===== src/rtl/core/dcs_pkg.sv =====
package dcs_pkg;

   localparam int NumDigits = 4;

   typedef logic [6:0]           segments_type;
   typedef logic [NumDigits-1:0] enables_type;
   typedef logic [$clog2(NumDigits)-1:0] digit_index_type;
   typedef logic [4:0]           hours_type;
   typedef logic [5:0]           sixty_type;
   typedef logic [9:0]           period10_type;
   typedef logic [7:0]           period8_type;
   typedef logic [1:0]           csr_index_type;
   typedef logic [9:0]           csr_data_type;
   typedef logic [3:0]           bcd_type;

   // Register indexes of the configuration port.
   localparam csr_index_type CsrTicksPerSecond = 2'd0;
   localparam csr_index_type CsrScanPeriod     = 2'd1;
   localparam csr_index_type CsrBlinkPeriod    = 2'd2;

   localparam period10_type ResetTicksPerSecond = 10'd100;
   localparam period8_type  ResetScanPeriod     = 8'd25;
   localparam period10_type ResetBlinkPeriod    = 10'd100;

   localparam hours_type    ResetHours   = 5'd15;
   localparam sixty_type    ResetMinutes = 6'd8;
   localparam sixty_type    ResetSeconds = 6'd54;
   localparam segments_type ResetSegments = 7'd121;
   localparam enables_type  ResetEnables  = 4'd14;

   localparam sixty_type  SixtyLimit = 6'd60;
   localparam hours_type  DayLimit   = 5'd24;

   // Lit segments of the decimal digits, bit 0 is segment a.
   localparam segments_type SegLit [10] = '{
      7'h3F, 7'h06, 7'h5B, 7'h4F, 7'h66, 7'h6D, 7'h7D, 7'h07, 7'h7F, 7'h6F
   };

   typedef struct packed {
      hours_type hours;
      sixty_type minutes;
      sixty_type seconds;
   } time_type;

   typedef struct packed {
      segments_type segments;
      enables_type  enables;
      logic         blink;
   } display_type;

   function automatic bcd_type tens_of(input sixty_type v);
      bcd_type t;
      if (v >= 6'd50) begin
         t = 4'd5;
      end else if (v >= 6'd40) begin
         t = 4'd4;
      end else if (v >= 6'd30) begin
         t = 4'd3;
      end else if (v >= 6'd20) begin
         t = 4'd2;
      end else if (v >= 6'd10) begin
         t = 4'd1;
      end else begin
         t = 4'd0;
      end
      return t;
   endfunction

   function automatic bcd_type units_of(input sixty_type v);
      sixty_type t;
      sixty_type r;
      t = {2'b00, tens_of(v)};
      r = v - {t[2:0], 3'b000} - {t[4:0], 1'b0};
      return r[3:0];
   endfunction

   // Active-low pattern; codes above nine blank the digit.
   function automatic segments_type pattern_of(input bcd_type d);
      segments_type p;
      if (d > 4'd9) begin
         p = 7'h7F;
      end else begin
         p = ~SegLit[d];
      end
      return p;
   endfunction

endpackage


===== src/rtl/core/dcs_time.sv =====
module dcs_time import dcs_pkg::*; (
   input  logic         clock,
   input  logic         reset,
   input  logic         step,
   input  period10_type ticks_per_second,
   output time_type     time_in
);

   period10_type prescale_ff, prescale_in;
   hours_type    hours_ff;
   sixty_type    minutes_ff, seconds_ff;
   hours_type    hours_next;
   sixty_type    minutes_next, seconds_next;

   always_comb begin
      prescale_in  = prescale_ff;
      hours_next   = hours_ff;
      minutes_next = minutes_ff;
      seconds_next = seconds_ff;
      if (step) begin
         if (prescale_ff <= 10'd1) begin
            prescale_in  = ticks_per_second;
            seconds_next = seconds_ff + 6'd1;
            if (seconds_next >= SixtyLimit) begin
               seconds_next = '0;
               minutes_next = minutes_ff + 6'd1;
            end
            if (minutes_next >= SixtyLimit) begin
               minutes_next = '0;
               hours_next   = hours_ff + 5'd1;
            end
            if (hours_next >= DayLimit) begin
               hours_next = '0;
            end
         end else begin
            prescale_in = prescale_ff - 10'd1;
         end
      end
   end

   assign time_in = '{hours: hours_next, minutes: minutes_next, seconds: seconds_next};

   always_ff @(posedge clock) begin
      if (reset) begin
         prescale_ff <= ResetTicksPerSecond;
         hours_ff    <= ResetHours;
         minutes_ff  <= ResetMinutes;
         seconds_ff  <= ResetSeconds;
      end else begin
         prescale_ff <= prescale_in;
         hours_ff    <= hours_next;
         minutes_ff  <= minutes_next;
         seconds_ff  <= seconds_next;
      end
   end

endmodule


===== config.mk =====
export PLATFORM = sky130hd
export DESIGN_NAME = dcs_time
export DESIGN_NICKNAME = d
export VERILOG_FILES = /design/src/rtl/core/dcs_pkg.sv /design/src/rtl/core/dcs_time.sv
export SDC_FILE = /design/constraint.sdc
export NUM_CORES = 1
export LEC_CHECK = 0
export BUFFER_PORTS_ARGS = -buffer_cell sky130_fd_sc_hd__buf_2
export CAP_MARGIN = 30
export CORE_ASPECT_RATIO = 0.5
export CORE_MARGIN = 2
export CORE_UTILIZATION = 55
export DETAILED_ROUTE_END_ITERATION = 8
export PLACE_DENSITY = 0.89
export SLEW_MARGIN = 25
export SYNTH_ARGS = -nofsm -noshare
export SYNTH_HDL_FRONTEND = slang
export SYNTH_SLANG_ARGS = --single-unit

===== constraint.sdc =====
create_clock -name clock -period 3.8 [get_ports clock]
set_input_delay 0 -clock clock [delete_from_list [all_inputs] [get_ports clock]]
set_output_delay 0 -clock clock [all_outputs]
set_load 0.05 [all_outputs]

* Word-level counts from Yosys, hierarchy flattened *
Index checks and enable logic that the tools add are counted.

word-level totals
  flip-flop bits (word level) = 27
  latch bits = 0
  bits in writable memories = 0
  ROM bits = 0
  input bits = 13
  output and inout port bits = 17
  word-level logic and storage cells = 28
  memories kept = 0

operators by class
  add/sub/neg operators = 4
  multiply operators = 0
  div/mod/pow operators = 0
  magnitude comparators = 4
  equal/unequal tests = 0
  shifts and indexed selects = 0
  muxes and demuxes = 16
  bitwise gates (word level) = 0
  reduce and logical (&&, ||, !) cells = 0

operator list
  kind                                                       number
  two-way mux 6 bit                                          9
  two-way mux 5 bit                                          6
  adder 6 x 1 -> 6 bit (second input constant)               2
  greater-or-equal comparator 6 bit (second input constant)  2
  <= comparator 10 x 1 -> 1 bit (second input constant)      1
  two-way mux 10 bit                                         1
  subtractor 10 x 1 -> 10 bit (second input constant)        1
  adder 5 x 1 -> 5 bit (second input constant)               1
  greater-or-equal comparator 5 bit (second input constant)  1

* Logic depth before layout (Yosys ltp) *
  depth in word-level cells = 13
  gate-level depth with buffers = 9
  gate-level depth less buffers = 8

* Least setup slack after synthesis *
OpenSTA, ideal clock, no wires.

  path kind = register -> output
  start = register seconds_ff[0]
  end = output time_in[14] in the netlist's numbering
  arrival = 2902 ps
  data required time = 3800 ps
  slack = 898 ps
  cell stages (with the launch flop) = 9
  path buffers = 1
  cell sequence = dfxtp_1 > ha_1 > xor2_2 > and4b_1 > buf_2 > nand4_1 > a32oi_4 > a21oi_1 > o21ai_0

RTL lines
  what                      line            text
  start: declaration        dcs_time.sv:11  sixty_type minutes_ff, seconds_ff;
  start signal: assignment  dcs_time.sv:48  seconds_ff <= ResetSeconds;
  start signal: assignment  dcs_time.sv:53  seconds_ff <= seconds_next;
  end: declaration          dcs_time.sv:6   output time_type time_in

==> metrics.md <==
| Metric | Value |
|---|---|
| Fin. max-slew vios | 0 |
| Buffers on Ports | 29 |
| Reg clk slew, reported paths | 90 ps |
| Setup violators final | 0 |
| Critical R2R Launch | prescale_ff[2]$_SDFFE_PP1P_ |
| H-tree Lvls | 1 |
| Grt ovf | 0 |
| Via/cell ratio | 6.42 |
| Critical hold path startpoint | ticks_per_second[6] |
| Slew HR | 55.2% |
| Hold Path End | prescale_ff[6]$_SDFFE_PP1P_ |
| Post-Synthesis Cells | 245 |
| Power per cell area | 256 nW/um2 |
| Share of cells above drive strength 1 | 15.4% |
| Clk_lat worst skew | 280 ps |
| Tcrit/Tclk final | 79.8% |
| Critical path cell sequence | nor4_2 > nand4_1 > or4_1 > nand3_1 > buf_2 |
| Tot GR Track Use | 24.4% |
| Via count | 1963 |
| Share of the yosys chip area belonging to registers | 29.3% |
| Core area | 3100 um2 |
| Row Count | 14 |
| Setup ws final | 769 ps |
| Yosys warnings | 0 |
| Number of inserted diodes | 0 |
| Status | complete, no violations |
| Setup tns final | 0 ps |
| Most common cell after layout, fill and taps aside | nand2_1 |
| Critical path data required time | 3800 ps |
| #FFs+latches synth | 27 |
| GPL Wtd Cong | 0.818 |
| Syn avg cell area | 7.53 um2 |
| Slew @ Worst Pin | 669 ps |
| Layout area overhead | 10.4% |
| Slowest stage cell, crit path | or4_1 |
| Critical setup path kind | reg -> out |
| CTS tree | built |
| Cell taking the most area after synthesis | dfxtp_1 |
| Non-Filler Instances | 306 |
| # clock sinks | 27 |
| Antenna violations before repair | 0 |
| Post-Synthesis Cell Area | 1850 um2 |
| Worst Setup Start Kind | flip-flop |
| Post-placement worst setup slack | 1080 ps |
| CP bufs+invs | 1 |
| Dpl hpwl | 3300 um |
| Die Ht | 45.0 um |
| Minimum clock period | 3030 ps |
| Worst hold slack | 12.8 ps |
| Effective utilization at floorplan | 59.5% |
| Worst r2r dst | minutes_ff[4]$_SDFF_PP0_ |
| Syn Nets | 263 |
| Die Area | 3860 um2 |
| Largest net degree at the start of global routing | 18 |
| Unrepaired setup endpoints after global routing | false |
| Register-to-register setup slack | 1170 ps |
| Vias in the first global route | 1761 |
| Largest fanout on the critical path | 17 |
| Final Skew | 6.95 ps |
| Post_cts resized | 0 |
| CP delay by family, top | simple AND/OR/NAND/NOR gates |
| Area contributors post-synth | dfxtp_1 (29%), nand2_1 (6.9%), o21ai_0 (6.5%), a21oi_1 (4.6%), nand3_1 (4.6%) |
| Die X | 85.9 um |
| CTS root buf | clkbuf_8 |
| Asr flop ratio synth | 0% |
| Final WL | 4560 um |
| Post-synth EDFFs | 0 |
| DRT iter0 DRCs | 150 |
| Cell variety after synth | 50 |
| Placed cells | 302 |
| DRC viols | 0 |
| ANT nets after route | 0 |
| Slowest stage delay, CP | 710 ps |
| DR WL/cell | 14.9 um |
| Final Hold Viols | 0 |
| Max-cap viol count | 0 |
| Hold Path Cell Cnt | 3 |
| Hold Buf Count CTS | 0 |
| Main synth FF type | dfxtp_1 |
| Pleak | 0.740 nW |
| Worst setup EP type | output pin |
| Hold Path Class | in -> reg |
| Layout net count | 285 |
| Total CTS buffers | 3 |
| I/O pins | 30 |
| Max Root-Sink Buffers | 2 |
| CP Data Arrival Time | 3030 ps |
| DR pass1 iterations | 5 |
| Postcts setup bufs | 0 |
| Peak supply drop | 0.000180 V |
| Most frequent cells in the layout | nand2_1 (34), buf_2 (29), dfxtp_1 (27), o21ai_0 (24) |
| Top-area cell type share of the netlist area | 29.3% |
| First-pass GRT wire length | 7520 um |
| Cells on worst reg2reg path | 4 |
| Max Clk Rate | 0.330 GHz |
[power breakdown]
group | switching, mW | leakage, nW | internal [mW] | total [mW]
Clock | 0.0939 | 0.0228 | 0.0753 | 0.169
Combinational | 0.0372 | 0.498 | 0.0196 | 0.0568
Sequential | 0.00766 | 0.219 | 0.289 | 0.296
Total | 0.139 | 0.740 | 0.384 | 0.522
[Yosys cell counts (all sizes together) (3+ instances only)]
library cell / n
nand2: 34
dfxtp: 27
o21ai: 25
a21oi: 17
nand3: 17
nor2: 17
inv: 11
clkbuf: 9
nand4: 7
a211oi: 6
ha: 5
nor3: 5
o22ai: 5
a31oi: 4
and2: 4
and3: 4
nand2b: 4
o211ai: 4
buf: 3
nor4: 3
o32ai: 3
[cells by family after synthesis]
kind of cell    Yosys count  share of synthesized area (%)
flops                    27                           29.3
compound gates           80                           30.0
fa+ha+maj                 6                           3.93
simple gates            105                           29.4
buf+inv                  23                           4.88
mux                       3                           1.69
xor+xnor                  1                          0.882
[through the flow]
step	cell area (um2)	power [mW]	utilization, %
after detailed placement	1990	0.358	64.2
after global placement	1990	0.355	64.2
after floorplan	1850	0.339	-
final	2040	0.522	65.7
after CTS	2040	0.524	65.7
after global routing	2040	0.543	65.7
[registers in the layout (all words and copies together), names as in the netlist]
| name | flops |
|---|---|
| minutes_ff | 6 |
| hours_ff | 5 |
| seconds_ff | 6 |
| prescale_ff | 10 |
[worst register-to-register path, delay by kind of cell, from the launching register on]
kind | cells | cell delay (ps)
flops | 1 | 370
simple gates | 3 | 2050
compound gates | 1 | 150
[how the worst max path moves through the flow]
stage	to	slack (ps)	start	cells past startpoint
after floorplan	time_in[14]	900	seconds_ff[0]$_SDFF_PP0_	8
after global placement	time_in[10]	1200	prescale_ff[2]$_SDFFE_PP1P_	5
after detailed placement	time_in[10]	1080	prescale_ff[2]$_SDFFE_PP1P_	5
after CTS	time_in[10]	780	prescale_ff[2]$_SDFFE_PP1P_	5
after global routing	time_in[14]	520	prescale_ff[2]$_SDFFE_PP1P_	6
final	time_in[10]	770	prescale_ff[2]$_SDFFE_PP1P_	5
[layer usage]
layer  track usage [%]  vias up  share of wire (%)
li1                  -      957                  -
met1              30.9      898                 44
met2              41.2      100                 46
met3              6.76        8                8.5
met4              8.25        0                1.0
met5                 0        -                  0
[cell type report]
type	count	area (um2)
Sequential cell	27	541
Timing Repair Buffer	29	145
Clock buffer	4	45.0
Fill cell	275	1060
Tap cell	40	50.0
Inverter	11	41.3
Multi-Input combinational cell	195	1210
Note: power is estimated with default switching activity, not from simulation.
