<file path="src/rtl/core/dcs_pkg.sv">
package dcs_pkg;

   localparam int NumDigits = 4;

   typedef logic [6:0]           segments_type;
   typedef logic [NumDigits-1:0] enables_type;
   typedef logic [$clog2(NumDigits)-1:0] digit_index_type;
   typedef logic [4:0]           hours_type;
   typedef logic [5:0]           sixty_type;
   typedef logic [9:0]           period10_type;
   typedef logic [7:0]           period8_type;
   typedef logic [1:0]           csr_index_type;
   typedef logic [9:0]           csr_data_type;
   typedef logic [3:0]           bcd_type;

   // Register indexes of the configuration port.
   localparam csr_index_type CsrTicksPerSecond = 2'd0;
   localparam csr_index_type CsrScanPeriod     = 2'd1;
   localparam csr_index_type CsrBlinkPeriod    = 2'd2;

   localparam period10_type ResetTicksPerSecond = 10'd100;
   localparam period8_type  ResetScanPeriod     = 8'd25;
   localparam period10_type ResetBlinkPeriod    = 10'd100;

   localparam hours_type    ResetHours   = 5'd15;
   localparam sixty_type    ResetMinutes = 6'd8;
   localparam sixty_type    ResetSeconds = 6'd54;
   localparam segments_type ResetSegments = 7'd121;
   localparam enables_type  ResetEnables  = 4'd14;

   localparam sixty_type  SixtyLimit = 6'd60;
   localparam hours_type  DayLimit   = 5'd24;

   // Lit segments of the decimal digits, bit 0 is segment a.
   localparam segments_type SegLit [10] = '{
      7'h3F, 7'h06, 7'h5B, 7'h4F, 7'h66, 7'h6D, 7'h7D, 7'h07, 7'h7F, 7'h6F
   };

   typedef struct packed {
      hours_type hours;
      sixty_type minutes;
      sixty_type seconds;
   } time_type;

   typedef struct packed {
      segments_type segments;
      enables_type  enables;
      logic         blink;
   } display_type;

   function automatic bcd_type tens_of(input sixty_type v);
      bcd_type t;
      if (v >= 6'd50) begin
         t = 4'd5;
      end else if (v >= 6'd40) begin
         t = 4'd4;
      end else if (v >= 6'd30) begin
         t = 4'd3;
      end else if (v >= 6'd20) begin
         t = 4'd2;
      end else if (v >= 6'd10) begin
         t = 4'd1;
      end else begin
         t = 4'd0;
      end
      return t;
   endfunction

   function automatic bcd_type units_of(input sixty_type v);
      sixty_type t;
      sixty_type r;
      t = {2'b00, tens_of(v)};
      r = v - {t[2:0], 3'b000} - {t[4:0], 1'b0};
      return r[3:0];
   endfunction

   // Active-low pattern; codes above nine blank the digit.
   function automatic segments_type pattern_of(input bcd_type d);
      segments_type p;
      if (d > 4'd9) begin
         p = 7'h7F;
      end else begin
         p = ~SegLit[d];
      end
      return p;
   endfunction

endpackage

</file>
<file path="src/rtl/core/dcs_display.sv">
module dcs_display import dcs_pkg::*; (
   input  logic         clock,
   input  logic         reset,
   input  logic         step,
   input  period8_type  scan_period,
   input  period10_type blink_period,
   input  time_type     time_in,
   output display_type  display_in
);

   period8_type     scan_ff, scan_in;
   digit_index_type digit_ff, digit_in;
   digit_index_type digit_next;
   period10_type    blink_count_ff, blink_count_in;
   logic            blink_ff, blink_in;
   segments_type    segments_ff, segments_in;
   enables_type     enables_ff, enables_in;
   bcd_type         digit_value;
   sixty_type       hours_wide;

   assign hours_wide = {1'b0, time_in.hours};
   assign digit_next = digit_ff + 1'b1;

   // The digit picked up uses the time as it stands after this transfer.
   always_comb begin
      case (digit_next)
         2'd0:    digit_value = tens_of(hours_wide);
         2'd1:    digit_value = units_of(hours_wide);
         2'd2:    digit_value = tens_of(time_in.minutes);
         default: digit_value = units_of(time_in.minutes);
      endcase
   end

   always_comb begin
      scan_in        = scan_ff;
      digit_in       = digit_ff;
      segments_in    = segments_ff;
      enables_in     = enables_ff;
      blink_count_in = blink_count_ff;
      blink_in       = blink_ff;
      if (step) begin
         if (scan_ff <= 8'd1) begin
            scan_in     = scan_period;
            digit_in    = digit_next;
            segments_in = pattern_of(digit_value);
            enables_in  = ~(enables_type'(1) << digit_next);
         end else begin
            scan_in = scan_ff - 8'd1;
         end
         if (blink_count_ff <= 10'd1) begin
            blink_count_in = blink_period;
            blink_in       = ~blink_ff;
         end else begin
            blink_count_in = blink_count_ff - 10'd1;
         end
      end
   end

   assign display_in = '{segments: segments_in, enables: enables_in, blink: blink_in};

   always_ff @(posedge clock) begin
      if (reset) begin
         scan_ff        <= ResetScanPeriod;
         digit_ff       <= '0;
         segments_ff    <= ResetSegments;
         enables_ff     <= ResetEnables;
         blink_count_ff <= ResetBlinkPeriod;
         blink_ff       <= 1'b1;
      end else begin
         scan_ff        <= scan_in;
         digit_ff       <= digit_in;
         segments_ff    <= segments_in;
         enables_ff     <= enables_in;
         blink_count_ff <= blink_count_in;
         blink_ff       <= blink_in;
      end
   end

endmodule

</file>
<file path="config.mk">
export PLATFORM = sky130hd
export DESIGN_NAME = dcs_display
export DESIGN_NICKNAME = d
export VERILOG_FILES = /design/src/rtl/core/dcs_pkg.sv /design/src/rtl/core/dcs_display.sv
export SDC_FILE = /design/constraint.sdc
export NUM_CORES = 1
export LEC_CHECK = 0
export ABC_CLOCK_PERIOD_IN_PS = 4600
export BUFFER_PORTS_ARGS = -buffer_cell sky130_fd_sc_hd__buf_2
export CORE_ASPECT_RATIO = 1.4
export CORE_MARGIN = 1.5
export CORE_UTILIZATION = 45
export CTS_CLUSTER_SIZE = 14
export DETAILED_ROUTE_END_ITERATION = 8
export PLACE_DENSITY = 0.68
export SLEW_MARGIN = 20
export SYNTH_ARGS = -nofsm -noshare
export SYNTH_HDL_FRONTEND = slang
export SYNTH_SLANG_ARGS = --single-unit
</file>
<file path="constraint.sdc">
create_clock -name clock -period 4.6 [get_ports clock]
set_input_delay 0.46 -clock clock [delete_from_list [all_inputs] [get_ports clock]]
set_output_delay 0.46 -clock clock [all_outputs]
set_load 0.01 [all_outputs]
</file>
* Word level (Yosys, flattened, before mapping)
Memories as Yosys holds them, arrays and structs flattened. Index checks and enable logic that the tools add are counted. Widths: inputs -> output; s select.
Operators by class: reductions and logical operators 3, multipliers 0, equality and inequality tests 2, bitwise gates (word level) 4, divide/modulo/power cells 0, muxes and demuxes 24, add/sub/neg operators 7, order comparisons 14, shifts and indexed selects 1
Operator list (number):
- $mux 7 | 5
- $mux 4 | 4
- $sub 4x4->4 | 4
- $ge 5x5->1 const B | 3
- $ge 5x6->1 const B | 2
- $ge 6x5->1 const B | 2
- $ge 6x6->1 const B | 2
- $mux 3 | 4
- $pmux 4 s3 | 1
- $le 10x1->1 const B | 1
- $mux 10 | 1
- $sub 10x1->10 const B | 1
- $le 8x1->1 const B | 1
- $mux 2 | 4
- $mux 8 | 1
- $sub 8x1->8 const B | 1
- $not 7->7 | 1
- $ge 6x4->1 const B | 1
- $ge 5x4->1 const B | 1
- $not 4->5 | 1
- $gt 4x4->1 const B | 1
- $mux 1 | 4
- $not 4->4 | 1
- $shl 1x2->4 const A | 1
- 7 further kinds | 7
Storage, ports and cells: latch bits 0, bits in read-only memories 112, memory bits (writable) 0, memories 1, logic and storage cells 62, register bits 32
Memory list:
- (no name shown) | words 16, bits a word 7, read ports 1, clocked after memory_dff 0, wr ports 0, line dcs_pkg.sv:83 | p = ~SegLit[d];

* Longest topological paths before layout
Gate-level depths: netlist of the first run.
depth in word-level cells 18, mapped depth 16, depth with buffers taken out 16

* Worst setup path after synthesis of the first run
No wires, ideal clock.
kind input to output, start input port time_in[9] (netlist bit), end output port display_in[11] (netlist bit), data required time 4140 ps, path slack 902 ps, cell stages on the path 15, arrival 3238 ps, path buffers 1, cell sequence buf_2 -> or3b_1 -> o311ai_2 -> o31ai_2 -> ha_1 -> mux2i_1 -> inv_1 -> ha_1 -> nor2_1 -> o21ai_0 -> and3b_1 -> mux2i_1 -> o311ai_1 -> o21ai_0 -> nand2_1
RTL lines:
- start, declared | line dcs_display.sv:7 | input time_type time_in,
- end, declared | line dcs_display.sv:8 | output display_type display_in

==> impl_metrics.csv, run 1 <==
group,metric,value,unit
setup_path,required,4140,ps
setup_path,rr_worst_depth,13,
cells_and_area,antenna_cells,0,
min_path,min_path_type,"input port to register",
global_route,grt_max_degree,28,
drt,routedWlPerCell,12.7,µm
sta,hold_slack,424,ps
setup_path,critPathMaxStageDelay,360,ps
die,start_util,47.0,%
cts,post_cts_buffers,0,
die,ios,50,
logic_synthesis,ys_warn_count,0,
cts,clk_pin_slew_worst_paths,60,ps
run,maxCapViolations,0,
cts,cts_tree,"yes",
sta,fin_crit_sh,93.0,%
setup_path,regToRegSetupSlack,1360,ps
die,dieArea,5890,µm²
setup_path,reg2reg_to,"segments_ff[5]",
setup_path,worstPathArrival,3820,ps
min_path,whs_path_depth,3,
logic_synthesis,synth_edf_count,0,
cts,numCtsBuffers,5,
setup_path,cp_slowest_cell,"maj3_1",
placed_design,dp_hpwl,4160,µm
placed_design,port-buffer-count,43,
setup_path,cp_num_buf_inv,4,
cts,root_buffer,"clkbuf_8",
logic_synthesis,synth.most_common_cell,"nand2_1",
logic_synthesis,synth_top_area_share,26.2,%
setup_path,startpoint_type,"input port",
logic_synthesis,syn_area,2440,µm²
die,row_count,31,
global_route,grt_pass1_wl,9160,µm
logic_synthesis,synth_top_flop_cell,"dfxtp_1",
setup_path,crit_path_cell_trace,"buf_2 > maj3_1 > a22o_1 > ha_1 > inv_1 > a222oi_1 > mux2i_1 > inv_1 > ha_1 > nor2_1 > o21ai_0 > and3b_1 > mux2i_1 > o311ai_2 > a22o_1 > buf_2",
die,fp.dieW,65.3,µm
drt,firstDrtPassIters,7,
die,die_y,90.2,µm
sta,rsz0062_at_grt,"no",
sta,setup_tns,0,ps
drt,drc_errors,0,
pwr,powerDensity,246,nW/µm²
placed_design,routabilityCongestion,0.839,
pwr,p_leak,1.17,nW
logic_synthesis,ys_types,58,
sta,setup_ws,324,ps
cts,cts_max_path_buffers,2,
cts,htree_levels,2,
drt,wl,5420,µm
sta,drv_slew,0,
drt,drtIter0Drc,114,
logic_synthesis,syn-num-nets,385,
placed_design,dp_slack,321,ps
die,core,5200,µm²
logic_synthesis,ys_top_cells_by_area,"dfxtp_1 26%, ha_1 12%, o21ai_0 5.7%",
setup_path,crit_family,"compound AO/OA/AOI/OAI gates",
drt,drtAntennaViolNets,0,
setup_path,cp-end-kind,"output pin",
cts,insertion_delay,280,ps
setup_path,r2r_start,"digit_ff[0]",
sta,fmax,0.234,GHz
cts,cts_sinks,32,
logic_synthesis,synthArstFlopShare,0,%
cells_and_area,layout.nets,422,
logic_synthesis,ys_seq_area_share,26.2,%
global_route,grt-ovfl-total,0,
logic_synthesis,synth-seq-cells,32,
setup_path,crit_fanout,4,
logic_synthesis,syn_inst,323,
min_path,hold_end,"blink_count_ff[5]",
cells_and_area,drive_gt1_share,16.7,%
drt,vias,2321,
pwr,irDropWorstVdd,87.2,µV
cells_and_area,syn_to_final_growth,14.2,%
sta,setup-violations-final,0,
sta,maxSlewHeadroom,50.4,%
min_path,hold_path_startpoint,"blink_period[5]",
cts,postCtsResizedCells,0,
cells_and_area,final_core_util,53.7,%
sta,hold_violations,0,
sta,finalCriticalPeriod,4280,ps
logic_synthesis,synth_commonest_cells,"36 x nand2_1, 32 x dfxtp_1, 32 x nor2_1",
setup_path,crit_cells,16,
global_route,grt_pass1_vias,2140,
global_route,antenna_found_initial,0,
sta,finClkSkew,4.53,ps
global_route,grt_util_all_layers,19.3,%
logic_synthesis,avgSynthCellArea,7.57,µm²
sta,tightest_slew,742,ps
logic_synthesis,synth_area_leader_cell,"dfxtp_1",
run_status,status,"completed",
cts,hold_buffers,0,
drt,viasPerCell,5.45,
setup_path,worst-setup-path-type,"input port to output pin",
-- worst max-delay path by stage --
stage / from / endpoint
6_report: time_in[13] / display_in[10]
5_1_grt: time_in[13] / display_in[10]
4_1_cts: time_in[9] / display_in[11]
3_5_place_dp: time_in[9] / display_in[11]
3_3_place_gp: time_in[9] / display_in[11]
2_1_floorplan: time_in[9] / display_in[11]
-- registers in the layout (all words and copies together), names as in the netlist --
signal	flops
enables_ff	4
digit_ff	2
scan_ff	8
blink_count_ff	10
blink_ff	1
segments_ff	7
-- stage by stage --
step	std cells	power, mW	area (µm²)
4_1_cts	426	0.694	2780
5_1_grt	426	0.734	2790
3_5_place_dp	419	0.459	2690
2_1_floorplan	323	0.417	2440
6_report	426	0.687	2790
3_3_place_gp	419	0.455	2690
-- cells in the final DEF, fill, tap and decap left out, types with 2 or more instances in the layout --
cell type and instances:
a211oi_1 5, a21o_1 2, a21oi_1 20, a221oi_1 3, a22o_1 5, and2_1 4
buf_2 43, buf_4 2, clkbuf_8 7, dfxtp_1 32, ha_1 24, inv_1 24
mux2i_1 6, nand2_1 36, nand2b_1 11, nand3_1 8, nor2_1 32, nor2b_1 2
nor3_1 11, nor4_1 3, o211ai_1 4, o21a_1 2, o21ai_0 28, o311ai_2 2
or3_1 4, or4_1 2, xnor2_1 9
-- area by class of cell --
class / instances / area, µm²
multi-input combinational: 251 / 1650
tap: 66 / 82.6
clock buffer: 7 / 96.3
sequential: 32 / 641
fill: 546 / 2410
timing repair buffer: 45 / 230
inverter: 25 / 93.8
-- metal layers --
metal / global-route usage (%) / share of wire (%) / wire, µm
met5: 0 / 0 / 0
met2: 35.3 / 53 / 2880
met4: 7.81 / 2.0 / 110
met3: 4.38 / 4.3 / 233
met1: 20.8 / 41 / 2200
-- tightest hold or removal path: stages --
cell	delay, ps
buf_2	80
nand3_1	60
nand3_1	70
-- cells by family after synthesis --
logic type,after synthesis,synth area share [%]
AOI/OAI and AO/OA,88,24.0
adders and majority gates,25,12.7
buffers and inverters,40,6.71
xor gates and xnor gates,10,3.58
muxes,7,3.07
DFF,32,26.2
and+or+nand+nor,121,23.8
-- power by group --
| part | internal, mW | leakage [nW] | switching [mW] | total (mW) |
|---|---|---|---|---|
| Combinational | 0.0666 | 0.864 | 0.0960 | 0.163 |
| Sequential | 0.283 | 0.260 | 0.00746 | 0.291 |
| Clock | 0.133 | 0.0503 | 0.101 | 0.234 |
Power figures use the tool's default switching activity.
==> run 2, diff against run 1 <==
Settings changed: CAP_MARGIN set to 30, CORE_UTILIZATION 45 to 40, PLACE_DENSITY 0.68 to unset.
==> impl_metrics.csv, run 2 (synthesized netlist as in run 1, its figures left out) <==
group,metric,value,unit
sta,finClkSkew,5.89,ps
pwr,powerDensity,237,nW/µm²
cells_and_area,layout.nets,422,
setup_path,cp_num_buf_inv,4,
sta,hold_slack,426,ps
die,start_util,41.7,%
global_route,grt_max_degree,28,
placed_design,routabilityCongestion,0.758,
cells_and_area,syn_to_final_growth,13.3,%
cts,cts_sinks,32,
sta,setup_tns,0,ps
global_route,grt-ovfl-total,0,
die,row_count,33,
cells_and_area,drive_gt1_share,16.1,%
placed_design,port-buffer-count,43,
setup_path,crit_fanout,4,
sta,setup-violations-final,0,
pwr,p_sw,204,µW
pwr,power,657,µW
run,maxCapViolations,0,
cells_and_area,top_regs,"blink_count_ff: 10 flops, scan_ff: 8 flops, segments_ff: 7 flops",
pwr,pwr-share-seq,44.3,%
drt,viasPerCell,5.32,
pwr,p_sw_share,31.1,%
sta,finalCriticalPeriod,4270,ps
global_route,antenna_found_initial,0,
setup_path,cp_slowest_cell,"a222oi_1",
placed_design,dp_slack,315,ps
drt,vias,2287,
cells_and_area,mostFrequentLayoutCells,"43 x buf_2, 36 x nand2_1, 32 x nor2_1, 32 x dfxtp_1, 28 x o21ai_0",
cts,cts_tree,"yes",
sta,setup_ws,333,ps
drt,drtAntennaViolNets,0,
setup_path,crit_family,"compound AO/OA/AOI/OAI gates",
sta,fin_crit_sh,92.8,%
die,die_y,95.5,µm
pwr,combPwrFrac,24.6,%
cells_and_area,final_core_util,47.2,%
drt,wl,5350,µm
cells_and_area,regMostFlops,"blink_count_ff",
setup_path,worst-setup-path-type,"input port to output pin",
setup_path,crit_path_cell_trace,"buf_2 > maj3_1 > a22o_1 > ha_1 > inv_1 > a222oi_1 > mux2i_1 > inv_1 > ha_1 > nor2_1 > o21ai_0 > and3b_1 > mux2i_1 > o311ai_1 > a22o_1 > buf_2",
cells_and_area,antenna_cells,0,
die,dieArea,6590,µm²
pwr,irDropWorstVdd,108,µV
min_path,min_path_type,"input port to register",
cts,post_cts_buffers,0,
cts,hold_buffers,0,
sta,hold_violations,0,
drt,drtIter0Drc,118,
cts,numCtsBuffers,5,
drt,routedWlPerCell,12.5,µm
setup_path,cp-end-kind,"output pin",
cells_and_area,final_common_cell,"buf_2",
sta,drv_slew,0,
setup_path,critPathMaxStageDelay,390,ps
drt,drc_errors,0,
pwr,power_frac_clock,31.1,%
cts,postCtsResizedCells,0,
global_route,grt_pass1_wl,9170,µm
cells_and_area,largest_register_ffs,10,
drt,firstDrtPassIters,4,
cts,cts_max_path_buffers,2,
pwr,intPower,453,µW
cts,htree_levels,2,
die,ios,50,
global_route,grt_pass1_vias,2091,
pwr,p_leak,1.16,nW
sta,fmax,0.234,GHz
sta,rsz0062_at_grt,"no",
cts,root_buffer,"clkbuf_8",
setup_path,startpoint_type,"input port",
placed_design,dp_hpwl,4080,µm
cts,insertion_delay,280,ps
run_status,status,"completed",
setup_path,required,4140,ps
die,fp.dieW,69.1,µm
sta,tightest_slew,702,ps
die,core,5860,µm²
global_route,grt_util_all_layers,16.8,%
setup_path,worstPathArrival,3810,ps
cts,clk_pin_slew_worst_paths,60,ps
sta,maxSlewHeadroom,53.1,%
## run 2: power groups by stage
stage               Sequential, mW  Combinational, mW  Clock, mW
floorplan                    0.295              0.122          0
global placement             0.297              0.160          0
detailed placement           0.297              0.163          0
CTS                          0.291              0.164      0.211
global route                 0.292              0.185      0.222
finish                       0.291              0.162      0.204
## run 2: worst min-delay path: stages
cell     delay [ps]
buf_2            70
nand3_1          60
nand3_1          80
## run 2: worst paths after layout
check                         start                end  slack [ps]  cells past startpoint
setup / recovery        time_in[13]     display_in[10]         330                     16
hold / removal      blink_period[5]  blink_count_ff[5]         430                      3
setup reg to reg        digit_ff[0]     segments_ff[5]        1370                     13
hold reg to reg   blink_count_ff[3]  blink_count_ff[3]         470                      2
## run 2: per-layer routing
layer | share of wire (%) | global-route usage, % | vias to the layer above
met5 | 0 | 0 | -
met3 | 2.6 | 2.64 | 6
met4 | 1.4 | 6.05 | 0
met1 | 44 | 19.0 | 1050
li1 | - | - | 1200
met2 | 52 | 31.6 | 31
## run 2: area by class of cell
cell class | instances | area [µm²]
Clock buffer | 6 | 72.6
Clock inverter | 1 | 5.00
Fill cell | 616 | 3090
Inverter | 25 | 93.8
Multi-Input combinational cell | 251 | 1640
Sequential cell | 32 | 641
Tap cell | 70 | 87.6
Timing Repair Buffer | 45 | 230
## run 2: per-stage QoR
step	instances	area, µm²
global placement	423	2690
global route	430	2770
finish	430	2770
floorplan	323	2440
detailed placement	423	2690
CTS	430	2770
